===== src/sv/vwcm_pkg.sv =====
// Shared types, codes and reset constants for the vibration wash cycle monitor.
package vwcm_pkg;

  typedef logic [2:0] status_t;

  localparam status_t ST_OFF      = 3'd0;
  localparam status_t ST_WASHING  = 3'd1;
  localparam status_t ST_SPINNING = 3'd2;
  localparam status_t ST_EXTERNAL = 3'd3;
  localparam status_t ST_FINISHED = 3'd4;

  typedef logic [2:0] cfg_idx_t;

  localparam cfg_idx_t CFG_SPIN_THRESHOLD = 3'd0;
  localparam cfg_idx_t CFG_WASH_THRESHOLD = 3'd1;
  localparam cfg_idx_t CFG_SIGNATURE_X    = 3'd2;
  localparam cfg_idx_t CFG_SIGNATURE_Y    = 3'd3;
  localparam cfg_idx_t CFG_SIGNATURE_Z    = 3'd4;
  localparam cfg_idx_t CFG_TOLERANCE      = 3'd5;
  localparam cfg_idx_t CFG_FINISH_TIMEOUT = 3'd6;

  localparam logic [15:0] RST_SPIN_THRESHOLD = 16'd65535;
  localparam logic [15:0] RST_WASH_THRESHOLD = 16'd65535;
  localparam logic [15:0] RST_SIGNATURE      = 16'd21845;
  localparam logic [15:0] RST_TOLERANCE      = 16'd6554;
  localparam logic [31:0] RST_FINISH_TIMEOUT = 32'd300000;

  // Register file contents as seen by the datapath.
  typedef struct packed {
    logic [15:0] spin_threshold;
    logic [15:0] wash_threshold;
    logic [15:0] signature_x;
    logic [15:0] signature_y;
    logic [15:0] signature_z;
    logic [15:0] match_tolerance;
    logic [31:0] finish_timeout_ms;
  } vwcm_cfg_t;

  // One classified sample, handed from the front end to the state tracker.
  typedef struct packed {
    logic        loud_spin;
    logic        loud_wash;
    logic        shares_match;
    logic [31:0] now_ms;
  } vwcm_item_t;

endpackage


===== src/sv/vwcm_front.sv =====
// Front end: accepts samples, compares magnitude to thresholds and checks axis shares.
module vwcm_front
  import vwcm_pkg::*;
(
  input  logic        clk,
  input  logic        rst_n,
  input  vwcm_cfg_t   cfg,
  input  logic        in_valid,
  output logic        in_ready,
  input  logic [15:0] magnitude,
  input  logic [15:0] delta_x,
  input  logic [15:0] delta_y,
  input  logic [15:0] delta_z,
  input  logic [31:0] now_ms,
  output logic        push_valid,
  input  logic        push_ready,
  output vwcm_item_t  push_item
);

  logic        adv;

  // Stage 1: delta sum and threshold compares.
  logic        s1_v_r;
  logic [17:0] s1_sum_r;
  logic [15:0] s1_dx_r, s1_dy_r, s1_dz_r;
  logic [31:0] s1_now_r;
  logic        s1_spin_r, s1_wash_r;

  // Stage 2: cross products.
  logic        s2_v_r;
  logic [33:0] s2_px_r, s2_py_r, s2_pz_r, s2_pt_r;
  logic [15:0] s2_dx_r, s2_dy_r, s2_dz_r;
  logic        s2_nz_r;
  logic [31:0] s2_now_r;
  logic        s2_spin_r, s2_wash_r;

  logic        close_x, close_y, close_z;

  function automatic logic axis_close(input logic [15:0] d, input logic [33:0] prod,
                                      input logic [33:0] tol_prod);
    logic [33:0] a;
    logic [33:0] diff;
    a    = {2'b00, d, 16'h0000};
    diff = (a > prod) ? (a - prod) : (prod - a);
    return diff < tol_prod;
  endfunction

  assign adv      = !s2_v_r || push_ready;
  assign in_ready = adv;

  always_ff @(posedge clk) begin
    if (!rst_n) begin
      s1_v_r <= 1'b0;
      s2_v_r <= 1'b0;
    end else if (adv) begin
      s1_v_r <= in_valid;
      s2_v_r <= s1_v_r;
    end
  end

  always_ff @(posedge clk) begin
    if (adv) begin
      s1_sum_r  <= 18'(delta_x) + 18'(delta_y) + 18'(delta_z);
      s1_dx_r   <= delta_x;
      s1_dy_r   <= delta_y;
      s1_dz_r   <= delta_z;
      s1_now_r  <= now_ms;
      s1_spin_r <= magnitude > cfg.spin_threshold;
      s1_wash_r <= magnitude > cfg.wash_threshold;

      s2_px_r   <= 34'(cfg.signature_x) * 34'(s1_sum_r);
      s2_py_r   <= 34'(cfg.signature_y) * 34'(s1_sum_r);
      s2_pz_r   <= 34'(cfg.signature_z) * 34'(s1_sum_r);
      s2_pt_r   <= 34'(cfg.match_tolerance) * 34'(s1_sum_r);
      s2_dx_r   <= s1_dx_r;
      s2_dy_r   <= s1_dy_r;
      s2_dz_r   <= s1_dz_r;
      s2_nz_r   <= s1_sum_r != 18'd0;
      s2_now_r  <= s1_now_r;
      s2_spin_r <= s1_spin_r;
      s2_wash_r <= s1_wash_r;
    end
  end

  assign close_x = axis_close(s2_dx_r, s2_px_r, s2_pt_r);
  assign close_y = axis_close(s2_dy_r, s2_py_r, s2_pt_r);
  assign close_z = axis_close(s2_dz_r, s2_pz_r, s2_pt_r);

  assign push_valid             = s2_v_r;
  assign push_item.loud_spin    = s2_spin_r;
  assign push_item.loud_wash    = s2_wash_r;
  assign push_item.shares_match = s2_nz_r && close_x && close_y && close_z;
  assign push_item.now_ms       = s2_now_r;

endmodule


===== src/sv/vwcm_fifo.sv =====
// Short queue of classified samples between the front end and the state tracker.
module vwcm_fifo
  import vwcm_pkg::*;
#(
  parameter int DEPTH = 4
) (
  input  logic       clk,
  input  logic       rst_n,
  input  logic       push_valid,
  output logic       push_ready,
  input  vwcm_item_t push_item,
  output logic       pop_valid,
  input  logic       pop_ready,
  output vwcm_item_t pop_item
);

  localparam int PW = (DEPTH > 1) ? $clog2(DEPTH) : 1;
  localparam int CW = $clog2(DEPTH + 1);
  localparam logic [PW-1:0] LAST = PW'(DEPTH - 1);

  vwcm_item_t    mem_r [DEPTH];
  logic [PW-1:0] wr_ptr_r, rd_ptr_r;
  logic [CW-1:0] count_r;
  logic          do_push, do_pop;

  assign push_ready = count_r != CW'(DEPTH);
  assign pop_valid  = count_r != '0;
  assign do_push    = push_valid && push_ready;
  assign do_pop     = pop_valid && pop_ready;
  assign pop_item   = mem_r[rd_ptr_r];

  always_ff @(posedge clk) begin
    if (!rst_n) begin
      wr_ptr_r <= '0;
      rd_ptr_r <= '0;
      count_r  <= '0;
    end else begin
      if (do_push) begin
        wr_ptr_r <= (wr_ptr_r == LAST) ? '0 : wr_ptr_r + 1'b1;
      end
      if (do_pop) begin
        rd_ptr_r <= (rd_ptr_r == LAST) ? '0 : rd_ptr_r + 1'b1;
      end
      if (do_push && !do_pop) begin
        count_r <= count_r + 1'b1;
      end else if (do_pop && !do_push) begin
        count_r <= count_r - 1'b1;
      end
    end
  end

  always_ff @(posedge clk) begin
    if (do_push) begin
      mem_r[wr_ptr_r] <= push_item;
    end
  end

endmodule


===== src/sv/vwcm_back.sv =====
// State tracker: applies each classified sample to the cycle state and holds the result word.
module vwcm_back
  import vwcm_pkg::*;
(
  input  logic        clk,
  input  logic        rst_n,
  input  logic [31:0] finish_timeout_ms,
  input  logic        pop_valid,
  output logic        pop_ready,
  input  vwcm_item_t  pop_item,
  output logic        out_valid,
  input  logic        out_ready,
  output status_t     machine_status,
  output logic        status_changed,
  output logic        report_status
);

  status_t     cur_r, cur_nxt;
  logic [31:0] stop_time_r, stop_time_nxt;
  logic        armed_r, armed_nxt;
  logic        out_v_r;
  status_t     out_status_r;
  logic        out_changed_r, out_report_r;
  logic        take;
  logic [31:0] elapsed;

  assign pop_ready = !out_v_r || out_ready;
  assign take      = pop_valid && pop_ready;

  always_comb begin
    cur_nxt       = cur_r;
    stop_time_nxt = stop_time_r;
    armed_nxt     = armed_r;
    elapsed       = '0;
    if (pop_item.loud_spin) begin
      cur_nxt   = pop_item.shares_match ? ST_SPINNING : ST_EXTERNAL;
      armed_nxt = 1'b0;
    end else if (pop_item.loud_wash) begin
      cur_nxt   = ST_WASHING;
      armed_nxt = 1'b0;
    end else if (cur_r == ST_WASHING || cur_r == ST_SPINNING) begin
      // The first quiet sample latches the stop time; later ones measure from it.
      if (!armed_r) begin
        stop_time_nxt = pop_item.now_ms;
      end
      armed_nxt = 1'b1;
      elapsed   = pop_item.now_ms - stop_time_nxt;
      if (elapsed > finish_timeout_ms) begin
        cur_nxt = ST_FINISHED;
      end
    end else if (cur_r != ST_FINISHED) begin
      cur_nxt = ST_OFF;
    end
  end

  always_ff @(posedge clk) begin
    if (!rst_n) begin
      cur_r       <= ST_OFF;
      stop_time_r <= '0;
      armed_r     <= 1'b0;
      out_v_r     <= 1'b0;
    end else begin
      if (take) begin
        cur_r       <= cur_nxt;
        stop_time_r <= stop_time_nxt;
        armed_r     <= armed_nxt;
        out_v_r     <= 1'b1;
      end else if (out_ready) begin
        out_v_r     <= 1'b0;
      end
    end
  end

  always_ff @(posedge clk) begin
    if (take) begin
      out_status_r  <= cur_nxt;
      out_changed_r <= cur_nxt != cur_r;
      out_report_r  <= (cur_nxt != cur_r) && (cur_nxt != ST_EXTERNAL);
    end
  end

  assign out_valid      = out_v_r;
  assign machine_status = out_status_r;
  assign status_changed = out_changed_r;
  assign report_status  = out_report_r;

`ifndef SYNTH
  a_report_needs_change: assert property (@(posedge clk) disable iff (!rst_n)
    out_v_r && out_report_r |-> out_changed_r)
    else $error("report flagged without a status change");

  a_status_range: assert property (@(posedge clk) disable iff (!rst_n)
    out_v_r |-> out_status_r <= ST_FINISHED)
    else $error("result status out of range");

  a_armed_state: assert property (@(posedge clk) disable iff (!rst_n)
    armed_r |-> (cur_r == ST_WASHING || cur_r == ST_SPINNING || cur_r == ST_FINISHED))
    else $error("stop timer armed outside a wash or spin cycle");

  a_result_tracks_state: assert property (@(posedge clk) disable iff (!rst_n)
    take |=> out_status_r == cur_r)
    else $error("result word does not match tracked status");
`endif

endmodule


===== src/sv/vibration_wash_cycle_monitor.sv =====
// Top level of the vibration wash cycle monitor: register file, front end, queue and tracker.
//
// The monitor takes one vibration sample word per clock unless a full queue holds it back,
// and returns one status word per sample, in order. A sample whose magnitude is above
// spin_threshold is reported as spinning when every axis's share of the delta sum lies
// strictly within match_tolerance of its stored signature (a zero delta sum never matches),
// and as external vibration otherwise. A sample above wash_threshold only is washing. The
// first quiet sample after washing or spinning latches its timestamp; once a later quiet
// sample sees more than finish_timeout_ms elapsed (modulo 2^32), the status becomes
// finished and holds until the next loud sample. Other quiet samples give off. Sustained
// rate is one sample word per clock while the result side keeps up. From acceptance to the
// result word a sample passes the first front-end stage (delta sum and threshold compares),
// the second stage (the 16 by 18 bit cross products, whose share compare feeds the queue),
// the queue and the tracker's output register. The FIFO_DEPTH-entry queue lets the front
// end keep accepting while the result side is stalled. Configuration writes are always
// accepted and must be made only while no sample is in flight; writes to indexes above six
// are ignored.
module vibration_wash_cycle_monitor
  import vwcm_pkg::*;
#(
  parameter int FIFO_DEPTH = 4
) (
  input  logic        clk,
  input  logic        rst_n,

  input  logic        in_tvalid,
  output logic        in_tready,
  // [15:0] magnitude, [31:16] delta_x, [47:32] delta_y, [63:48] delta_z, [95:64] now_ms
  input  logic [95:0] in_tdata,

  output logic        out_tvalid,
  input  logic        out_tready,
  // [2:0] machine_status, [3] status_changed, [4] report_status, [7:5] zero
  output logic [7:0]  out_tdata,

  input  logic        cfg_valid,
  output logic        cfg_ready,
  input  cfg_idx_t    cfg_index,
  input  logic [31:0] cfg_data
);

  vwcm_cfg_t  cfg_r;
  logic       push_valid, push_ready;
  vwcm_item_t push_item;
  logic       pop_valid, pop_ready;
  vwcm_item_t pop_item;
  status_t    machine_status;
  logic       status_changed, report_status;

  // Register file; 16-bit registers keep the low half of the written word.
  assign cfg_ready = 1'b1;

  always_ff @(posedge clk) begin
    if (!rst_n) begin
      cfg_r.spin_threshold    <= RST_SPIN_THRESHOLD;
      cfg_r.wash_threshold    <= RST_WASH_THRESHOLD;
      cfg_r.signature_x       <= RST_SIGNATURE;
      cfg_r.signature_y       <= RST_SIGNATURE;
      cfg_r.signature_z       <= RST_SIGNATURE;
      cfg_r.match_tolerance   <= RST_TOLERANCE;
      cfg_r.finish_timeout_ms <= RST_FINISH_TIMEOUT;
    end else if (cfg_valid && cfg_ready) begin
      unique case (cfg_index)
        CFG_SPIN_THRESHOLD: cfg_r.spin_threshold    <= cfg_data[15:0];
        CFG_WASH_THRESHOLD: cfg_r.wash_threshold    <= cfg_data[15:0];
        CFG_SIGNATURE_X:    cfg_r.signature_x       <= cfg_data[15:0];
        CFG_SIGNATURE_Y:    cfg_r.signature_y       <= cfg_data[15:0];
        CFG_SIGNATURE_Z:    cfg_r.signature_z       <= cfg_data[15:0];
        CFG_TOLERANCE:      cfg_r.match_tolerance   <= cfg_data[15:0];
        CFG_FINISH_TIMEOUT: cfg_r.finish_timeout_ms <= cfg_data;
        default: begin
        end
      endcase
    end
  end

  // The front end classifies each sample without looking at the cycle state.
  vwcm_front u_front (
    .clk        (clk),
    .rst_n      (rst_n),
    .cfg        (cfg_r),
    .in_valid   (in_tvalid),
    .in_ready   (in_tready),
    .magnitude  (in_tdata[15:0]),
    .delta_x    (in_tdata[31:16]),
    .delta_y    (in_tdata[47:32]),
    .delta_z    (in_tdata[63:48]),
    .now_ms     (in_tdata[95:64]),
    .push_valid (push_valid),
    .push_ready (push_ready),
    .push_item  (push_item)
  );

  vwcm_fifo #(
    .DEPTH (FIFO_DEPTH)
  ) u_fifo (
    .clk        (clk),
    .rst_n      (rst_n),
    .push_valid (push_valid),
    .push_ready (push_ready),
    .push_item  (push_item),
    .pop_valid  (pop_valid),
    .pop_ready  (pop_ready),
    .pop_item   (pop_item)
  );

  // The tracker owns cycle state and applies one classified sample per clock unless stalled.
  vwcm_back u_back (
    .clk               (clk),
    .rst_n             (rst_n),
    .finish_timeout_ms (cfg_r.finish_timeout_ms),
    .pop_valid         (pop_valid),
    .pop_ready         (pop_ready),
    .pop_item          (pop_item),
    .out_valid         (out_tvalid),
    .out_ready         (out_tready),
    .machine_status    (machine_status),
    .status_changed    (status_changed),
    .report_status     (report_status)
  );

  assign out_tdata = {3'b000, report_status, status_changed, machine_status};

endmodule

===== config.mk =====
export PLATFORM = sky130hd
export DESIGN_NAME = vibration_wash_cycle_monitor
export DESIGN_NICKNAME = d
export VERILOG_FILES = /design/src/sv/vwcm_pkg.sv /design/src/sv/vwcm_front.sv /design/src/sv/vwcm_fifo.sv /design/src/sv/vwcm_back.sv /design/src/sv/vibration_wash_cycle_monitor.sv
export SDC_FILE = /design/constraint.sdc
export NUM_CORES = 2
export LEC_CHECK = 0
export ABC_AREA = 0
export BUFFER_PORTS_ARGS = -buffer_cell sky130_fd_sc_hd__buf_2
export CAP_MARGIN = 20
export CORE_ASPECT_RATIO = 2
export CORE_MARGIN = 4
export CORE_UTILIZATION = 25
export DETAILED_ROUTE_END_ITERATION = 16
export GPL_TIMING_DRIVEN = 0
export SLEW_MARGIN = 20
export SYNTH_ARGS = -nofsm -noshare
export SYNTH_HDL_FRONTEND = slang
export SYNTH_SLANG_ARGS = --single-unit
export TNS_END_PERCENT = 5

===== constraint.sdc =====
create_clock -name clk -period 13.75 [get_ports clk]
set_input_delay 1.375 -clock clk [delete_from_list [all_inputs] [get_ports clk]]
set_output_delay 1.375 -clock clk [all_outputs]
set_load 0.01 [all_outputs]

==> After elaboration in Yosys (flattened, before gate mapping) <==
Memories as Yosys holds them, arrays and structs flattened. A register that Yosys moved wholly into a read port is not among the register bits.
Cells that the tools add are included.
{ "op_classes": {"n_addsub": 13, "n_mul": 4, "div": 0, "magnitude_cmp": 9, "n_eq_ne": 14, "n_shift": 0, "muxes": 26, "n_bitwise": 2, "reduce_logical": 30} }
{ "op_table": {"columns": ["op", "count"], "rows": [
  ["16-bit by 18-bit multiplier with 34-bit output", 4],
  ["32-bit two-way mux", 4],
  ["32-bit by 34-bit greater-than comparator with 1-bit output", 3],
  ["34-bit less-than comparator", 3],
  ["34-bit two-way mux", 3],
  ["32-bit by 34-bit subtractor with 34-bit output", 3],
  ["34-bit by 32-bit subtractor with 34-bit output", 3],
  ["16-bit greater-than comparator", 2],
  ["32-bit greater-than comparator", 1],
  ["32-bit subtractor", 1],
  ["3-bit two-way mux", 7],
  ["18-bit by 16-bit adder with 18-bit output", 1],
  ["18-bit nonzero test", 1],
  ["16-bit by 16-bit adder with 17-bit output", 1],
  ["2-bit AND reduction", 8],
  ["3-bit by 2-bit equality test with 1-bit output, second input constant", 3],
  ["3-bit equality test, second input constant", 3],
  ["1-bit logical AND", 8],
  ["1-bit two-way mux", 8],
  ["2-bit two-way mux", 4],
  ["3-bit by 1-bit equality test with 1-bit output, second input constant", 2],
  ["3-bit != test, second input constant", 2],
  ["3-bit nonzero test", 2],
  ["2-bit by 1-bit adder with 2-bit output, second input constant", 2],
  ["11 further kinds", 19]
]} }
{ "word_totals": {"register_bits": 498, "latch_bits": 0, "mem_bits_rw": 140, "rom_bits": 0, "in_bits": 136, "output_inout_bits": 11, "elab_cells": 136, "mem_count": 1} }
{ "mem_list": {"columns": ["memory", "words", "word_bits", "read_ports", "rd_clocked_by_memory_dff", "wr", "line", "rtl"], "rows": [
  ["u_fifo.mem_r", 4, 35, 1, 1, 1, "vwcm_fifo.sv:21", "vwcm_item_t mem_r [DEPTH];"]
]} }

==> Logic depth before layout (Yosys ltp) <==
{ "logic_depth": {"word_depth": 13, "mapped_depth": 27, "mapped_depth_nobuf": 26} }

==> Modules after synthesis <==
From an unflattened synthesis, not the netlist that was laid out.
{ "hier_totals": {"cells_unflattened": 7239, "area_unflattened_um2": 71751.3} }
{ "by_module_without_submodules": {"columns": ["mod", "n_inst", "cells_each", "area_each_um2"], "rows": [
  ["vwcm_front", 1, 5964, 56683.1],
  ["vwcm_fifo", 1, 234, 5527.8],
  ["vibration_wash_cycle_monitor", 1, 485, 5058.6],
  ["vwcm_back", 1, 556, 4481.8]
]} }

==> Worst setup path before layout <==
Ideal clock, no wire load.
{ "synth_path": {"kind": "register -> register", "startpoint": "reg u_fifo.count_r[0]", "endpoint": "reg u_front.s1_dx_r[0], enable pin", "setup_ns": 3.218, "t_arrival_ns": 7.625, "required_ns": 10.532, "path_slack_ns": 2.908, "path_stages_with_launch": 3, "n_path_buf": 0, "synth_period_minus_slack_ns": 10.842, "cell_sequence": "dfxtp_1 > nor2_1 > nand3_1"} }
{ "synth_between": {"elab_chain_len": 2} }
{ "synth_rtl": {"columns": ["item", "line", "rtl"], "rows": [
  ["start, declared", "vwcm_fifo.sv:23", "logic [CW-1:0] count_r;"],
  ["start signal, assigned", "vwcm_fifo.sv:45", "count_r <= count_r + 1'b1;"],
  ["start signal, assigned", "vwcm_fifo.sv:47", "count_r <= count_r - 1'b1;"],
  ["3-bit != test", "vwcm_fifo.sv:26", "assign push_ready = count_r != CW'(DEPTH);"],
  ["1-bit logical OR", "vwcm_front.sv:48", "assign adv = !s2_v_r || push_ready;"],
  ["net in_tready", "vibration_wash_cycle_monitor.sv:27", "output logic in_tready,"],
  ["end signal, assigned", "vwcm_front.sv:64", "s1_dx_r <= delta_x;"],
  ["end, declared", "vwcm_front.sv:25", "logic [15:0] s1_dx_r, s1_dy_r, s1_dz_r;"]
]} }
The timed path passes the listed nets, and every way through them passes these cells.
A chain may end at the register's enable or synchronous reset.

==> Final worst setup path <==
{ "layout_path": {"startpoint": "reg u_front.s1_sum_r[13]", "endpoint": "reg u_front.s2_pt_r[33] (data pin)"} }
{ "layout_between": {"elab_chain_len": 1} }
{ "layout_rtl": {"columns": ["item", "line", "rtl"], "rows": [
  ["start, declared", "vwcm_front.sv:24", "logic [17:0] s1_sum_r;"],
  ["start signal, assigned", "vwcm_front.sv:63", "s1_sum_r <= 18'(delta_x) + 18'(delta_y) + 18'(delta_z);"],
  ["16-bit by 18-bit multiplier with 34-bit output", "vwcm_front.sv:74", "s2_pt_r <= 34'(cfg.match_tolerance) * 34'(s1_sum_r);"],
  ["end signal, assigned", "vwcm_front.sv:74", null],
  ["end, declared", "vwcm_front.sv:31", "logic [33:0] s2_px_r, s2_py_r, s2_pz_r, s2_pt_r;"]
]} }
Every way passes these cells.

==> summary.md <==
| Metric | Value |
|---|---|
| Cell taking the most area after synthesis | `sky130_fd_sc_hd__fa_1` |
| Via count of the first global-routing pass | `57732` |
| Category of the worst setup path capture point | `flop` |
| Unrepaired setup endpoints after global routing | `no` |
| Wire length of the first global-routing pass | `380000 um` |
| Drt drc | `0` |
| Clock Latency Late Sink | `0.72 ns` |
| Distinct cell type count after synthesis | `85` |
| Drt total wl | `263000 um` |
| Antenna violations before repair | `17` |
| Area growth syn-to-layout | `11.6%` |
| Per-cell via count in the routed design | `4.68` |
| Post-CTS Setup Repair Bufs | `0` |
| Core area | `283000 um2` |
| Nets | `9421` |
| WP depth | `25` |
| Clk sinks | `640` |
| Number of buffers created by CTS | `70` |
| DRT iter0 DRCs | `2921` |
| Die ar. | `294000 um2` |
| Cell Area, Synth | `71200 um2` |
| Fin. max-slew vios | `0` |
| Setup slack on the worst flop-to-flop path | `4.55 ns` |
| Post-synth top area share | `0.252` |
| Number of endpoints failing setup at the final stage | `0` |
| Buffers added on ports | `141` |
| Dominant register cell in the synthesized netlist | `sky130_fd_sc_hd__edfxtp_1` |
| Overall global routing resource usage | `0.178` |
| Synthesis warning total | `0` |
| Total overflow reported by the global router | `0` |
| Flip-flop and latch count after synthesis | `640` |
| CTS Root Buffer Type | `sky130_fd_sc_hd__clkbuf_16` |
| Cells resized by post-CTS repair | `0` |
| Crit-path slowest cell | `sky130_fd_sc_hd__clkbuf_1` |
| Launching point of the worst reg2reg path | `u_front.s1_sum_r[13]` |
| Termination of the worst setup path | `u_front.s2_pt_r[33]` |
| Layout Skew | `0.0554 ns` |
| RD Place Congestion | `1.02` |
| Number of hold violations in the final report | `0` |
| Mean instance size in the synthesized netlist | `9.61 um2` |
| First element of the critical path | `u_front.s1_sum_r[13]` |
| Ranking of synthesized cells by area | `sky130_fd_sc_hd__fa_1, sky130_fd_sc_hd__edfxtp_1, sky130_fd_sc_hd__ha_1` |
| Cell depth of the worst flop-to-flop path | `25` |
| Number of enable flip-flop cells after synthesis | `464` |
| Die boundary height | `763 um` |
| Post-route setup TNS | `0 ns` |
| Average detailed-routed wire length per instance | `22.9 um` |
| Seq/Total Area, Yosys | `0.245` |
| TritonCTS clock tree | `yes` |
| Worst Hold Margin | `0.417 ns` |
| Total number of placement rows | `276` |
| Most numerous cell in the Yosys netlist | `sky130_fd_sc_hd__inv_1` |
| Delay of the slowest critical-path stage | `0.94 ns` |
| Required @ worst endpoint | `14.16 ns` |
| Die width | `385 um` |
| Share of synthesized registers carrying an async set or reset | `0` |
| Router iterations before antenna repair | `8` |
| Startpoint-to-endpoint class of the critical path | `reg2reg` |
| Hold/Removal Path Class | `reg2reg` |
| Number of buffer and inverter instances along the worst setup path | `7` |
| Top-Level Pins | `147` |
| Result of the run | `finished clean` |
| Maximum number of pins on one net before global-route repair | `52` |
| Arr. time, crit path | `9.61 ns` |
| Relative slew slack | `0.157` |
| Tcrit/Tclk final | `0.669` |
| Most repeated library cell on the critical path | `sky130_fd_sc_hd__fa_1` |
| Number of violations of the max-capacitance limit | `0` |
| H-tree depth reported by CTS | `3` |
| Cells after Synth | `7404` |
| Clock slew at reported path FFs | `0.06 ns` |
| Startpoint kind of the worst setup timing path | `flop` |
| Critical R2R Capture | `u_front.s2_pt_r[33]` |
| Number of buffers added to fix hold violations after cts | `0` |
| Layout cells sized above 1 | `0.0533` |
| Number of nets still failing antenna checks after routing | `0` |
| Number of filler cells placed in the layout | `30037` |
| Maximum clock frequency | `109 MHz` |
| Hold Path Cell Cnt | `0` |
| Synth cell count leaders | `sky130_fd_sc_hd__inv_1, sky130_fd_sc_hd__nand2_1, sky130_fd_sc_hd__fa_1` |
| Critical Path Fanout Max | `10` |
| Detailed placer's ending HPWL | `218000 um` |
| Vias after detailed routing | `53712` |
| Transition at the pin with the smallest max-transition slack | `1.26 ns` |
| Maximum clock path buffer count | `3` |
| Period minus WS final | `9.20 ns` |
| Initial core utilization | `0.252` |
| Top Family by Delay on Critical Path | `adder cells` |
## stage by stage
step           instances  instance area [um2]  utilization  setup slack [ns]
3_3_place_gp       11300                76600        0.271             -3.08
3_5_place_dp       11316                77000        0.272              4.76
6_report           11466                79400        0.281              4.55
4_1_cts            11445                79400        0.281              4.73
2_1_floorplan       7406                71200            -              2.91
5_1_grt            11456                79400        0.281              4.43
## flip-flops by register name, indices dropped and copies added (netlist names), 18 cells and up, named ones only
register	cells
u_front.s2_now_r	32
u_front.s2_pz_r	34
u_back.stop_time_r	32
cfg_r	128
u_front.s2_px_r	34
u_fifo.mem_r	140
u_front.s2_pt_r	34
u_front.s2_py_r	34
u_front.s1_now_r	32
u_front.s1_sum_r	18
## metal layers
layer	wire length, um	global-route usage
met5	45	0
met1	81800	0.162
met2	134000	0.328
met3	11100	0.0215
met4	35500	0.186
## worst reg2reg max path, cell delays in order (launching register included)
cell and delay (ns):
sky130_fd_sc_hd__edfxtp_1 0.48, sky130_fd_sc_hd__clkbuf_1 0.85, sky130_fd_sc_hd__clkbuf_1 0.95, sky130_fd_sc_hd__nand2_1 0.21
sky130_fd_sc_hd__fa_1 0.58, sky130_fd_sc_hd__inv_1 0.06, sky130_fd_sc_hd__fa_1 0.54, sky130_fd_sc_hd__inv_1 0.06
sky130_fd_sc_hd__fa_1 0.50, sky130_fd_sc_hd__inv_1 0.05, sky130_fd_sc_hd__fa_1 0.53, sky130_fd_sc_hd__inv_1 0.05
sky130_fd_sc_hd__fa_1 0.47, sky130_fd_sc_hd__inv_1 0.05, sky130_fd_sc_hd__fa_1 0.39, sky130_fd_sc_hd__ha_1 0.26
sky130_fd_sc_hd__a21oi_1 0.36, sky130_fd_sc_hd__nand2_1 0.12, sky130_fd_sc_hd__a211oi_1 0.21, sky130_fd_sc_hd__a21boi_0 0.60
sky130_fd_sc_hd__o21ai_0 0.34, sky130_fd_sc_hd__a311oi_1 0.52, sky130_fd_sc_hd__o21ai_0 0.23, sky130_fd_sc_hd__a41o_1 0.26
sky130_fd_sc_hd__a21oi_1 0.17, sky130_fd_sc_hd__xnor2_1 0.12
## cell usage in the layout, fill, tap and decap left out, types with 176 or more instances in the layout
| cell type | n |
|---|---|
| sky130_fd_sc_hd__dfxtp_1 | 176 |
| sky130_fd_sc_hd__ha_1 | 755 |
| sky130_fd_sc_hd__xnor2_1 | 184 |
| sky130_fd_sc_hd__nand2_1 | 1162 |
| sky130_fd_sc_hd__inv_1 | 1246 |
| sky130_fd_sc_hd__clkbuf_1 | 287 |
| sky130_fd_sc_hd__and2_1 | 404 |
| sky130_fd_sc_hd__fa_1 | 895 |
| sky130_fd_sc_hd__edfxtp_1 | 464 |
| sky130_fd_sc_hd__a21oi_1 | 289 |
## final cells by class
cell class	count	area, um2	area share
multi-input cells	5160	47700	0.600
flip-flops and latches	640	17500	0.220
well taps	3753	4700	0.0591
inverters	1248	4680	0.0590
clock buffers	86	1880	0.0236
plain buffers	358	1450	0.0183
repair buffers	157	1060	0.0134
clock inverters	43	483	0.00608
diodes	21	52.6	0.000661
## cell families (layout without fill, tap and decap cells)
kind of cell,Yosys count,after routing,share of synthesized area
AOI/OAI and AO/OA,1016,1016,0.0941
DFF,640,640,0.245
adders and majority gates,1650,1650,0.384
muxes,89,89,0.0188
xor gates and xnor gates,266,266,0.0327
and+or+nand+nor,2135,2135,0.139
buffers and inverters,1606,1892,0.0853
other,2,25,0.000106
## how the worst min path moves through the flow
stage                              start                    to  slack (ns)
finish              u_front.s1_now_r[29]  u_front.s2_now_r[29]        0.42
global route         u_front.s1_now_r[2]   u_front.s2_now_r[2]        0.43
CTS                  u_front.s1_dx_r[13]   u_front.s2_dx_r[13]        0.41
detailed placement  u_front.s1_now_r[11]  u_front.s2_now_r[11]        0.40
global placement      u_front.s1_dz_r[8]    u_front.s2_dz_r[8]        0.40
floorplan             u_front.s1_dx_r[0]    u_front.s2_dx_r[0]        0.40
Power is left out: the tool's default activity adds up to more than one toggle a clock period on the data nets, which glitch-free logic cannot reach.
